### config.mk
export PLATFORM = sky130hd
export DESIGN_NAME = json_string_unescape_utf8
export DESIGN_NICKNAME = d
export VERILOG_FILES = /design/src/jsu_pkg.sv /design/src/jsu_decode.sv /design/src/jsu_outbuf.sv /design/src/json_string_unescape_utf8.sv
export SDC_FILE = /design/constraint.sdc
export NUM_CORES = 1
export LEC_CHECK = 0
export ABC_CLOCK_PERIOD_IN_PS = 5280
export BUFFER_PORTS_ARGS = -buffer_cell sky130_fd_sc_hd__buf_2
export CAP_MARGIN = 10
export CORE_MARGIN = 1
export CORE_UTILIZATION = 35
export DETAILED_ROUTE_END_ITERATION = 7
export GPL_TIMING_DRIVEN = 0
export PLACE_DENSITY = 0.54
export REMOVE_ABC_BUFFERS = 1
export SLEW_MARGIN = 25
export SYNTH_ARGS = -nofsm -noshare
export SYNTH_HDL_FRONTEND = slang
export SYNTH_SLANG_ARGS = --single-unit
### constraint.sdc
create_clock -name clk -period 5.28 [get_ports clk]
set_input_delay 1.056 -clock clk [delete_from_list [all_inputs] [get_ports clk]]
set_output_delay 1.056 -clock clk [all_outputs]
set_load 0.01 [all_outputs]
### src/jsu_pkg.sv
// ----------------------------------------------------------------------------
// jsu_pkg
// Shared types and constants for the JSON string unescape and UTF-8 block.
// ----------------------------------------------------------------------------
`default_nettype none

package jsu_pkg;

	// Result kinds carried in tuser.
	localparam logic [1:0] KIND_DATA  = 2'd0;
	localparam logic [1:0] KIND_END   = 2'd1;
	localparam logic [1:0] KIND_ERROR = 2'd2;

	// Default cap on the reported decoded length.
	localparam int unsigned MAX_STRING_LEN_DEF = 32'd65535;

	// Largest number of results one input byte can cause.
	localparam int unsigned BURST_MAX = 4;

	// All results caused by one accepted input byte.
	typedef struct packed {
		logic [2:0]      count;
		logic [1:0]      kind;
		logic            esc;
		logic [15:0]     len;
		logic [3:0][7:0] bytes;
	} jsu_burst_t;

endpackage

`default_nettype wire

### src/jsu_decode.sv
// ----------------------------------------------------------------------------
// jsu_decode
// Per-string decode state and the single-pass next-state and result logic.
// ----------------------------------------------------------------------------
`default_nettype none

module jsu_decode #(
	parameter int unsigned MAX_STRING_LEN = jsu_pkg::MAX_STRING_LEN_DEF
) (
	input  wire logic              clk,
	input  wire logic              arst_n,
	input  wire logic              accept,
	input  wire logic [7:0]        in_byte,
	input  wire logic              raw_mode,
	input  wire logic              clear,
	output jsu_pkg::jsu_burst_t    burst
);

	localparam logic [15:0] LEN_CAP =
		(MAX_STRING_LEN < 32'd65535) ? 16'(MAX_STRING_LEN) : 16'hFFFF;

	localparam logic [3:0] PH_PLAIN  = 4'd0;
	localparam logic [3:0] PH_ESC    = 4'd1;
	localparam logic [3:0] PH_HEX1   = 4'd2;
	localparam logic [3:0] PH_HEX4   = 4'd5;
	localparam logic [3:0] PH_SBS    = 4'd6;
	localparam logic [3:0] PH_SU     = 4'd7;
	localparam logic [3:0] PH_SHEX1  = 4'd8;
	localparam logic [3:0] PH_SHEX4  = 4'd11;
	localparam logic [3:0] PH_WAIT   = 4'd12;
	localparam logic [3:0] PH_RAWESC = 4'd13;

	localparam logic [7:0] CH_QUOTE = 8'h22;
	localparam logic [7:0] CH_BSL   = 8'h5C;
	localparam logic [7:0] CH_B     = 8'h62;
	localparam logic [7:0] CH_F     = 8'h66;
	localparam logic [7:0] CH_N     = 8'h6E;
	localparam logic [7:0] CH_R     = 8'h72;
	localparam logic [7:0] CH_T     = 8'h74;
	localparam logic [7:0] CH_U     = 8'h75;

	logic [3:0]  phase_q, phase_d;
	logic [15:0] acc_q, acc_d;
	logic [9:0]  hs_q, hs_d;
	logic [15:0] len_q, len_d;
	logic        esc_q, esc_d;

	logic        emit_byte, emit_utf8, do_end, do_err;
	logic [7:0]  db;
	logic [20:0] cp;
	logic [15:0] acc_new;
	logic [4:0]  hexv;
	logic [3:0][7:0] ub;
	logic [2:0]  un;
	logic [2:0]  n_data;
	logic [16:0] len_sum;

	// Returns {invalid, value} for one ASCII hex digit.
	function automatic logic [4:0] hex_value(input logic [7:0] c);
		logic [4:0] r;
		begin
			r = 5'h10;
			if (c >= 8'h30 && c <= 8'h39) begin
				r = {1'b0, 4'(c - 8'h30)};
			end else if (c >= 8'h41 && c <= 8'h46) begin
				r = {1'b0, 4'(c - 8'h37)};
			end else if (c >= 8'h61 && c <= 8'h66) begin
				r = {1'b0, 4'(c - 8'h57)};
			end
			return r;
		end
	endfunction

	assign hexv    = hex_value(in_byte);
	assign acc_new = {acc_q[11:0], hexv[3:0]};

	always_comb begin
		phase_d   = phase_q;
		acc_d     = acc_q;
		hs_d      = hs_q;
		esc_d     = esc_q;
		emit_byte = 1'b0;
		emit_utf8 = 1'b0;
		do_end    = 1'b0;
		do_err    = 1'b0;
		db        = in_byte;
		cp        = {5'd0, acc_new};
		if (phase_q == PH_WAIT) begin
			if (in_byte == CH_QUOTE) begin
				phase_d = PH_PLAIN;
			end
		end else if (raw_mode) begin
			if (phase_q == PH_RAWESC) begin
				if (in_byte == 8'h00) begin
					do_err = 1'b1;
				end else begin
					phase_d   = PH_PLAIN;
					emit_byte = 1'b1;
				end
			end else if (in_byte == CH_QUOTE) begin
				do_end = 1'b1;
			end else if (in_byte == 8'h00) begin
				do_err = 1'b1;
			end else begin
				emit_byte = 1'b1;
				if (in_byte == CH_BSL) begin
					esc_d   = 1'b1;
					phase_d = PH_RAWESC;
				end
			end
		end else if (in_byte == 8'h00) begin
			do_err = 1'b1;
		end else if (phase_q == PH_ESC) begin
			phase_d   = PH_PLAIN;
			emit_byte = 1'b1;
			case (in_byte)
				CH_B: db = 8'h08;
				CH_F: db = 8'h0C;
				CH_N: db = 8'h0A;
				CH_R: db = 8'h0D;
				CH_T: db = 8'h09;
				CH_U: begin
					emit_byte = 1'b0;
					acc_d     = 16'd0;
					phase_d   = PH_HEX1;
				end
				default: db = in_byte;
			endcase
		end else if ((phase_q >= PH_HEX1 && phase_q <= PH_HEX4) ||
				(phase_q >= PH_SHEX1 && phase_q <= PH_SHEX4)) begin
			if (hexv[4]) begin
				do_err = 1'b1;
			end else begin
				acc_d = acc_new;
				if (phase_q == PH_HEX4) begin
					if (acc_new >= 16'hD800 && acc_new <= 16'hDBFF) begin
						// High surrogate: keep its payload and expect a second unit.
						hs_d    = acc_new[9:0];
						phase_d = PH_SBS;
					end else begin
						phase_d   = PH_PLAIN;
						emit_utf8 = 1'b1;
					end
				end else if (phase_q == PH_SHEX4) begin
					if (acc_new < 16'hDC00 || acc_new > 16'hDFFF) begin
						do_err = 1'b1;
					end else begin
						cp        = {1'b0, hs_q, acc_new[9:0]} + 21'h10000;
						phase_d   = PH_PLAIN;
						emit_utf8 = 1'b1;
					end
				end else begin
					phase_d = phase_q + 4'd1;
				end
			end
		end else if (phase_q == PH_SBS) begin
			if (in_byte != CH_BSL) begin
				do_err = 1'b1;
			end else begin
				phase_d = PH_SU;
			end
		end else if (phase_q == PH_SU) begin
			if (in_byte != CH_U) begin
				do_err = 1'b1;
			end else begin
				acc_d   = 16'd0;
				phase_d = PH_SHEX1;
			end
		end else begin
			phase_d = PH_PLAIN;
			if (in_byte == CH_QUOTE) begin
				do_end = 1'b1;
			end else if (in_byte == CH_BSL) begin
				esc_d   = 1'b1;
				phase_d = PH_ESC;
			end else begin
				emit_byte = 1'b1;
			end
		end
	end

	// UTF-8 encoder for one code point of up to 21 bits.
	always_comb begin
		ub = '0;
		if (cp <= 21'h7F) begin
			un    = 3'd1;
			ub[0] = cp[7:0];
		end else if (cp <= 21'h7FF) begin
			un    = 3'd2;
			ub[0] = 8'hC0 | {3'd0, cp[10:6]};
			ub[1] = 8'h80 | {2'd0, cp[5:0]};
		end else if (cp <= 21'hFFFF) begin
			un    = 3'd3;
			ub[0] = 8'hE0 | {4'd0, cp[15:12]};
			ub[1] = 8'h80 | {2'd0, cp[11:6]};
			ub[2] = 8'h80 | {2'd0, cp[5:0]};
		end else begin
			un    = 3'd4;
			ub[0] = 8'hF0 | {5'd0, cp[20:18]};
			ub[1] = 8'h80 | {2'd0, cp[17:12]};
			ub[2] = 8'h80 | {2'd0, cp[11:6]};
			ub[3] = 8'h80 | {2'd0, cp[5:0]};
		end
	end

	always_comb begin
		burst       = '0;
		n_data      = 3'd0;
		burst.kind  = jsu_pkg::KIND_DATA;
		if (emit_utf8) begin
			n_data      = un;
			burst.bytes = ub;
		end else if (emit_byte) begin
			n_data         = 3'd1;
			burst.bytes[0] = db;
		end
		burst.count = n_data;
		if (do_end) begin
			burst.count = 3'd1;
			burst.kind  = jsu_pkg::KIND_END;
			burst.esc   = esc_q;
			burst.len   = len_q;
		end else if (do_err) begin
			burst.count = 3'd1;
			burst.kind  = jsu_pkg::KIND_ERROR;
		end
	end

	// Length counts data bytes and holds at the cap.
	assign len_sum = {1'b0, len_q} + {14'd0, n_data};
	assign len_d   = (len_sum > {1'b0, LEN_CAP}) ? LEN_CAP : len_sum[15:0];

	always_ff @(posedge clk or negedge arst_n) begin
		if (!arst_n) begin
			phase_q <= PH_PLAIN;
			acc_q   <= 16'd0;
			hs_q    <= 10'd0;
			len_q   <= 16'd0;
			esc_q   <= 1'b0;
		end else if (clear) begin
			phase_q <= PH_PLAIN;
			acc_q   <= 16'd0;
			hs_q    <= 10'd0;
			len_q   <= 16'd0;
			esc_q   <= 1'b0;
		end else if (accept) begin
			if (do_end || do_err || (phase_q == PH_WAIT && phase_d == PH_PLAIN)) begin
				phase_q <= do_err ? PH_WAIT : PH_PLAIN;
				acc_q   <= 16'd0;
				hs_q    <= 10'd0;
				len_q   <= 16'd0;
				esc_q   <= 1'b0;
			end else begin
				phase_q <= phase_d;
				acc_q   <= acc_d;
				hs_q    <= hs_d;
				len_q   <= len_d;
				esc_q   <= esc_d;
			end
		end
	end

`ifndef ASSERT_OFF
	a_clear_resets: assert property (@(posedge clk) disable iff (!arst_n)
		clear |=> (phase_q == PH_PLAIN && len_q == 16'd0 && !esc_q))
		else $error("decode state not cleared after register write");
	a_len_capped: assert property (@(posedge clk) disable iff (!arst_n)
		len_q <= LEN_CAP)
		else $error("decoded length passed its cap");
	a_esc_flag: assert property (@(posedge clk) disable iff (!arst_n)
		(phase_q == PH_ESC || phase_q == PH_RAWESC || phase_q == PH_SBS) |-> esc_q)
		else $error("escape phase without escape flag");
`endif

endmodule

`default_nettype wire

### src/jsu_outbuf.sv
// ----------------------------------------------------------------------------
// jsu_outbuf
// Result register that holds one burst and drains it one item per transaction.
// ----------------------------------------------------------------------------
`default_nettype none

module jsu_outbuf (
	input  wire logic                clk,
	input  wire logic                arst_n,
	input  wire logic                load,
	input  wire jsu_pkg::jsu_burst_t burst,
	output logic                     can_take,
	output logic                     valid,
	input  wire logic                ready,
	output logic [7:0]               out_byte,
	output logic [1:0]               kind,
	output logic                     escapes_seen,
	output logic [15:0]              decoded_length,
	output logic                     last
);

	logic [2:0]      cnt_q;
	logic [3:0][7:0] bytes_q;
	logic [1:0]      kind_q;
	logic            esc_q;
	logic [15:0]     len_q;
	logic            pop;

	assign valid    = (cnt_q != 3'd0);
	assign pop      = valid && ready;
	assign can_take = (cnt_q == 3'd0) || (cnt_q == 3'd1 && ready);

	assign out_byte       = bytes_q[0];
	assign kind           = kind_q;
	assign escapes_seen   = esc_q;
	assign decoded_length = len_q;
	assign last           = (cnt_q == 3'd1);

	always_ff @(posedge clk or negedge arst_n) begin
		if (!arst_n) begin
			cnt_q <= 3'd0;
		end else if (load && burst.count != 3'd0) begin
			cnt_q <= burst.count;
		end else if (pop) begin
			cnt_q <= cnt_q - 3'd1;
		end
	end

	always_ff @(posedge clk) begin
		if (load && burst.count != 3'd0) begin
			bytes_q <= burst.bytes;
			kind_q  <= burst.kind;
			esc_q   <= burst.esc;
			len_q   <= burst.len;
		end else if (pop) begin
			bytes_q <= {8'd0, bytes_q[3], bytes_q[2], bytes_q[1]};
		end
	end

endmodule

`default_nettype wire

### src/json_string_unescape_utf8.sv
// The first result of an accepted byte reaches the master side in the next cycle.
// Throughput: one byte per cycle while each byte gives at most one result and m_tready
// is high; a byte that expands to N UTF-8 bytes holds s_tready low while the result
// register drains. Reset (arst_n low) clears raw_mode, the decode state and the
// result register at once; no clearing pass is needed.
// ----------------------------------------------------------------------------
// json_string_unescape_utf8
// Streaming JSON string body decoder with escape handling and UTF-8 output.
// ----------------------------------------------------------------------------
`default_nettype none

module json_string_unescape_utf8 #(
	// Cap on the decoded length reported with each end item.
	parameter int unsigned MAX_STRING_LEN = jsu_pkg::MAX_STRING_LEN_DEF
) (
	input  wire logic        clk,
	input  wire logic        arst_n,
	// Input stream: one byte of the string body per transaction.
	input  wire logic        s_tvalid,
	output logic             s_tready,
	input  wire logic [7:0]  s_tdata,   // [7:0] in_byte
	// Result stream.
	output logic             m_tvalid,
	input  wire logic        m_tready,
	output logic [31:0]      m_tdata,   // [7:0] out_byte, [8] escapes_seen,
	                                    // [24:9] decoded_length, [31:25] zero
	output logic [1:0]       m_tuser,   // [1:0] kind
	output logic             m_tlast,
	// Configuration port.
	input  wire logic        psel,
	input  wire logic        penable,
	input  wire logic        pwrite,
	input  wire logic [2:0]  paddr,
	input  wire logic [31:0] pwdata,
	output logic [31:0]      prdata,
	output logic             pready
);

	logic                raw_mode_q;
	logic                cfg_wr;
	logic                accept;
	logic                can_take;
	jsu_pkg::jsu_burst_t burst;
	logic [7:0]          out_byte;
	logic                escapes_seen;
	logic [15:0]         decoded_length;

	// The only register, raw_mode, answers whenever paddr[2] is low. Writing it also
	// abandons any string in progress, so the decoder clears on the same edge.
	assign pready = 1'b1;
	assign cfg_wr = psel && penable && pwrite && pready && (paddr[2] == 1'b0);
	assign prdata = (paddr[2] == 1'b0) ? {31'd0, raw_mode_q} : 32'd0;

	always_ff @(posedge clk or negedge arst_n) begin
		if (!arst_n) begin
			raw_mode_q <= 1'b0;
		end else if (cfg_wr) begin
			raw_mode_q <= pwdata[0];
		end
	end

	// A byte is taken whenever the result register is empty or is about to hand
	// over its final item, so single-result bytes stream at full rate.
	assign s_tready = can_take;
	assign accept   = s_tvalid && s_tready;

	// The decoder works out every result of the byte in one pass from its
	// current state; the state advances on the accepting edge.
	jsu_decode #(
		.MAX_STRING_LEN(MAX_STRING_LEN)
	) u_decode (
		.clk      (clk),
		.arst_n   (arst_n),
		.accept   (accept),
		.in_byte  (s_tdata),
		.raw_mode (raw_mode_q),
		.clear    (cfg_wr),
		.burst    (burst)
	);

	// The result register takes the whole burst and hands it out one item per
	// transaction, marking the final one with tlast.
	jsu_outbuf u_outbuf (
		.clk            (clk),
		.arst_n         (arst_n),
		.load           (accept),
		.burst          (burst),
		.can_take       (can_take),
		.valid          (m_tvalid),
		.ready          (m_tready),
		.out_byte       (out_byte),
		.kind           (m_tuser),
		.escapes_seen   (escapes_seen),
		.decoded_length (decoded_length),
		.last           (m_tlast)
	);

	assign m_tdata = {7'd0, decoded_length, escapes_seen, out_byte};

endmodule

`default_nettype wire
==> metrics.csv <==
metric,value,unit
status,"complete, no violations",
grt_pass1_vias,4872,
via_count,5256,
die_h,135.5,um
nets,748,
r2r_start,u_decode.phase_q[0],
synthCells,656,
syn2layout_area_growth,10.40,%
synth_cell_types,80,
overflow,0,
reg2reg_to,u_decode.len_q[0],
wirelength,16830,um
cts_buffers,9,
diodes,0,
mostFrequentLayoutCell,edfxtp_1,
end_kind,register,
grt_max_degree,48,
dp_slack,-1.500,ns
dieArea,18370,um^2
drt_iter0_drc,430,
layout_common_cells,"edfxtp_1, dfrtp_1, o21ai_0, buf_2, nand2_1",
layout-drive-gt1-share,16.45,%
cts_tree,done,
worst_slew_pin_slew,0.9606,ns
synth-main-ff-cell,edfxtp_1,
synthArstFlopShare,49.47,%
start_kind,input pin,
clock_latency,0.36,ns
worstHoldPathType,reg -> reg,
internal-power,0.001758,W
whs,0.5169,ns
synth.top_cell.area_share,23.10,%
grt_antenna_before_repair,0,
ys.warnings.count,0,
clk_path_buf_depth,2,
hold_viol_final,0,
synth_area_leaders,"edfxtp_1, dfrtp_1, buf_4",
yosys.area.top_type,edfxtp_1,
first_pass_iters,7,
gp_congestion,0.8574,
grt_util_all_layers,19.13,%
period_share,96.43,%
die_x,135.5,um
r2r_cells,18,
p_per_area,421.6,nW/um^2
p_sw,0.001147,W
fillers,1758,
rows,48,
min_from,u_decode.len_q[2],
seq_power_share,39.4,%
via_per_inst,5.763,
p_leak,2.821,nW
crit_path_start,s_tdata[0],
yosysSeqAreaShare,41.94,%
drc,0,
switching_share,39.47,%
multi_input_comb_area,3298,um^2
post-route-util,39.70,%
arrival,5.37,ns
cts.htree.levels,3,
wl_per_cell,18.46,um
r2r_slack,0.23,ns
ys_seq_elements,95,
finalSetupViolations,0,
core,17360,um^2
clkSlewWorstSetupHoldPaths,0.07,ns
vdd_drop_max,0.2888,mV
fmax,0.1964,GHz
slew_headroom,35.29,%
regArea,2618,um^2
crit_type,in -> reg,
comb_power_share,39.5,%
ioPinCount,120,
io_buffers,47,
synth_edf_count,48,
cp.required,5.56,ns
grt_first_pass_wirelength,26840,um
cts-root-buf,clkbuf_16,
cts_num_sinks,95,
netlist_area,6241,um^2
syn_avg_cell_area,9.514,um^2
clock_skew,0.01053,ns
detailed_place_hpwl,12050,um
clkPwrFrac,21.2,%
postRouteAntennaNets,0,
path_max_fanout,13,
start_util,35.96,%
cap_viol_max_count,0,
cp-endpoint,u_decode.len_q[0],
drv_slew,0,
min_period,5.091,ns
layout_setup_ws,0.1886,ns
final cells by class:
| class | count | area share, % |
|---|---|---|
| multi-input combinational | 493 | 47.87 |
| clock inverter | 5 | 0.5992 |
| tap | 225 | 4.086 |
| clock buffer | 11 | 3.378 |
| inverter | 25 | 1.380 |
| timing repair buffer | 58 | 4.703 |
| sequential | 95 | 37.99 |
routing by layer:
metal / vias up / GRT usage [%] / routed length (um) / share of wire [%]
met5: - / 0 / 0 / 0
met3: 25 / 2.806 / 849 / 5.0
met2: 197 / 30.94 / 7956 / 47
met1: 2594 / 26.00 / 7727 / 46
met4: 0 / 6.617 / 299 / 1.8
li1: 2440 / - / - / -
synthesized netlist by cell type, drive strengths merged (10+ instances only):
library cell  count
nor2b            13
o21ai            56
and3             25
nor3             10
nor2             42
ha               15
a22o             35
edfxtp           48
a21oi            33
nand2            41
buf              61
dfrtp            47
nand3            17
inv              23
clkbuf           19
how the worst min path moves through the flow:
stage | to | depth (start not counted) | slack (ns)
4_1_cts | u_decode.len_q[0] | 2 | 0.52
3_3_place_gp | u_decode.len_q[0] | 2 | 0.49
6_report | u_decode.len_q[2] | 1 | 0.52
2_1_floorplan | u_decode.len_q[0] | 2 | 0.47
3_5_place_dp | u_decode.len_q[0] | 2 | 0.50
5_1_grt | u_decode.hs_q[2] | 1 | 0.55
critical path, stage by stage:
cell and delay [ns]:
clkbuf_4 0.17, inv_1 0.09, ha_2 0.22, nor3b_1 0.17, a211o_2 0.41, a2111o_1 0.42, a2111oi_4 0.43, and2b_1 0.23
o21ai_2 0.17, ha_2 0.23, fa_2 0.24, a21oi_4 0.08, nor4b_4 0.28, and3_4 0.24, and3_1 0.20, and2_4 0.17
nand4_1 0.10, buf_6 0.17, nor2b_1 0.14, o21ai_0 0.14
power by group through the flow:
| stage | clock (W) | combinational (W) | sequential [W] |
|---|---|---|---|
| 6_report | 0.000615 | 0.00115 | 0.00114 |
| 5_1_grt | 0.000660 | 0.00127 | 0.00117 |
| 4_1_cts | 0.000636 | 0.00114 | 0.00114 |
| 3_5_place_dp | 0 | 0.00112 | 0.00116 |
| 3_3_place_gp | 0 | 0.00108 | 0.00116 |
| 2_1_floorplan | 0 | 0.000689 | 0.00118 |
logic make-up (layout without fill, tap and decap cells):
logic type                 count (synthesis)  in the layout  synth area share (%)
DFF                                       95             95                 41.94
muxes                                      7              7                 1.183
adders and majority gates                 16             16                 3.328
xor gates and xnor gates                   6              6                0.8420
other                                      2             39                0.1203
and+or+nand+nor                          205            205                 17.74
AOI/OAI and AO/OA                        220            220                 25.08
buffers and inverters                    105             99                 9.763
stage by stage:
| step | setup TNS (ns) | instances | instance area, um^2 | power (W) |
|---|---|---|---|---|
| floorplan | -0.2949 | 613 | 5864 | 0.001869 |
| global placement | -97.28 | 885 | 6381 | 0.002241 |
| detailed placement | -26.31 | 886 | 6435 | 0.002282 |
| CTS | 0 | 909 | 6820 | 0.002914 |
| global route | -0.0002531 | 912 | 6890 | 0.003097 |
| finish | 0 | 912 | 6890 | 0.002905 |
what timing repair did:
item                       CTS  global route
hold buffers                 0             0
pin swaps                    8             6
buffers inserted             7             3
gates resized for setup     16            11
setup endpoints to repair   18            15
state kept, by name, summed over array words and instances (netlist names):
signal	flops
raw_mode_q	1
u_decode.acc_q	12
u_decode.esc_q	1
u_decode.hs_q	10
u_decode.len_q	16
u_decode.phase_q	4
u_outbuf.bytes_q	21
u_outbuf.cnt_q	3
u_outbuf.decoded_length	16
u_outbuf.escapes_seen	1
u_outbuf.kind	2
u_outbuf.out_byte	8
No activity file was read; power rests on OpenSTA's default activity.
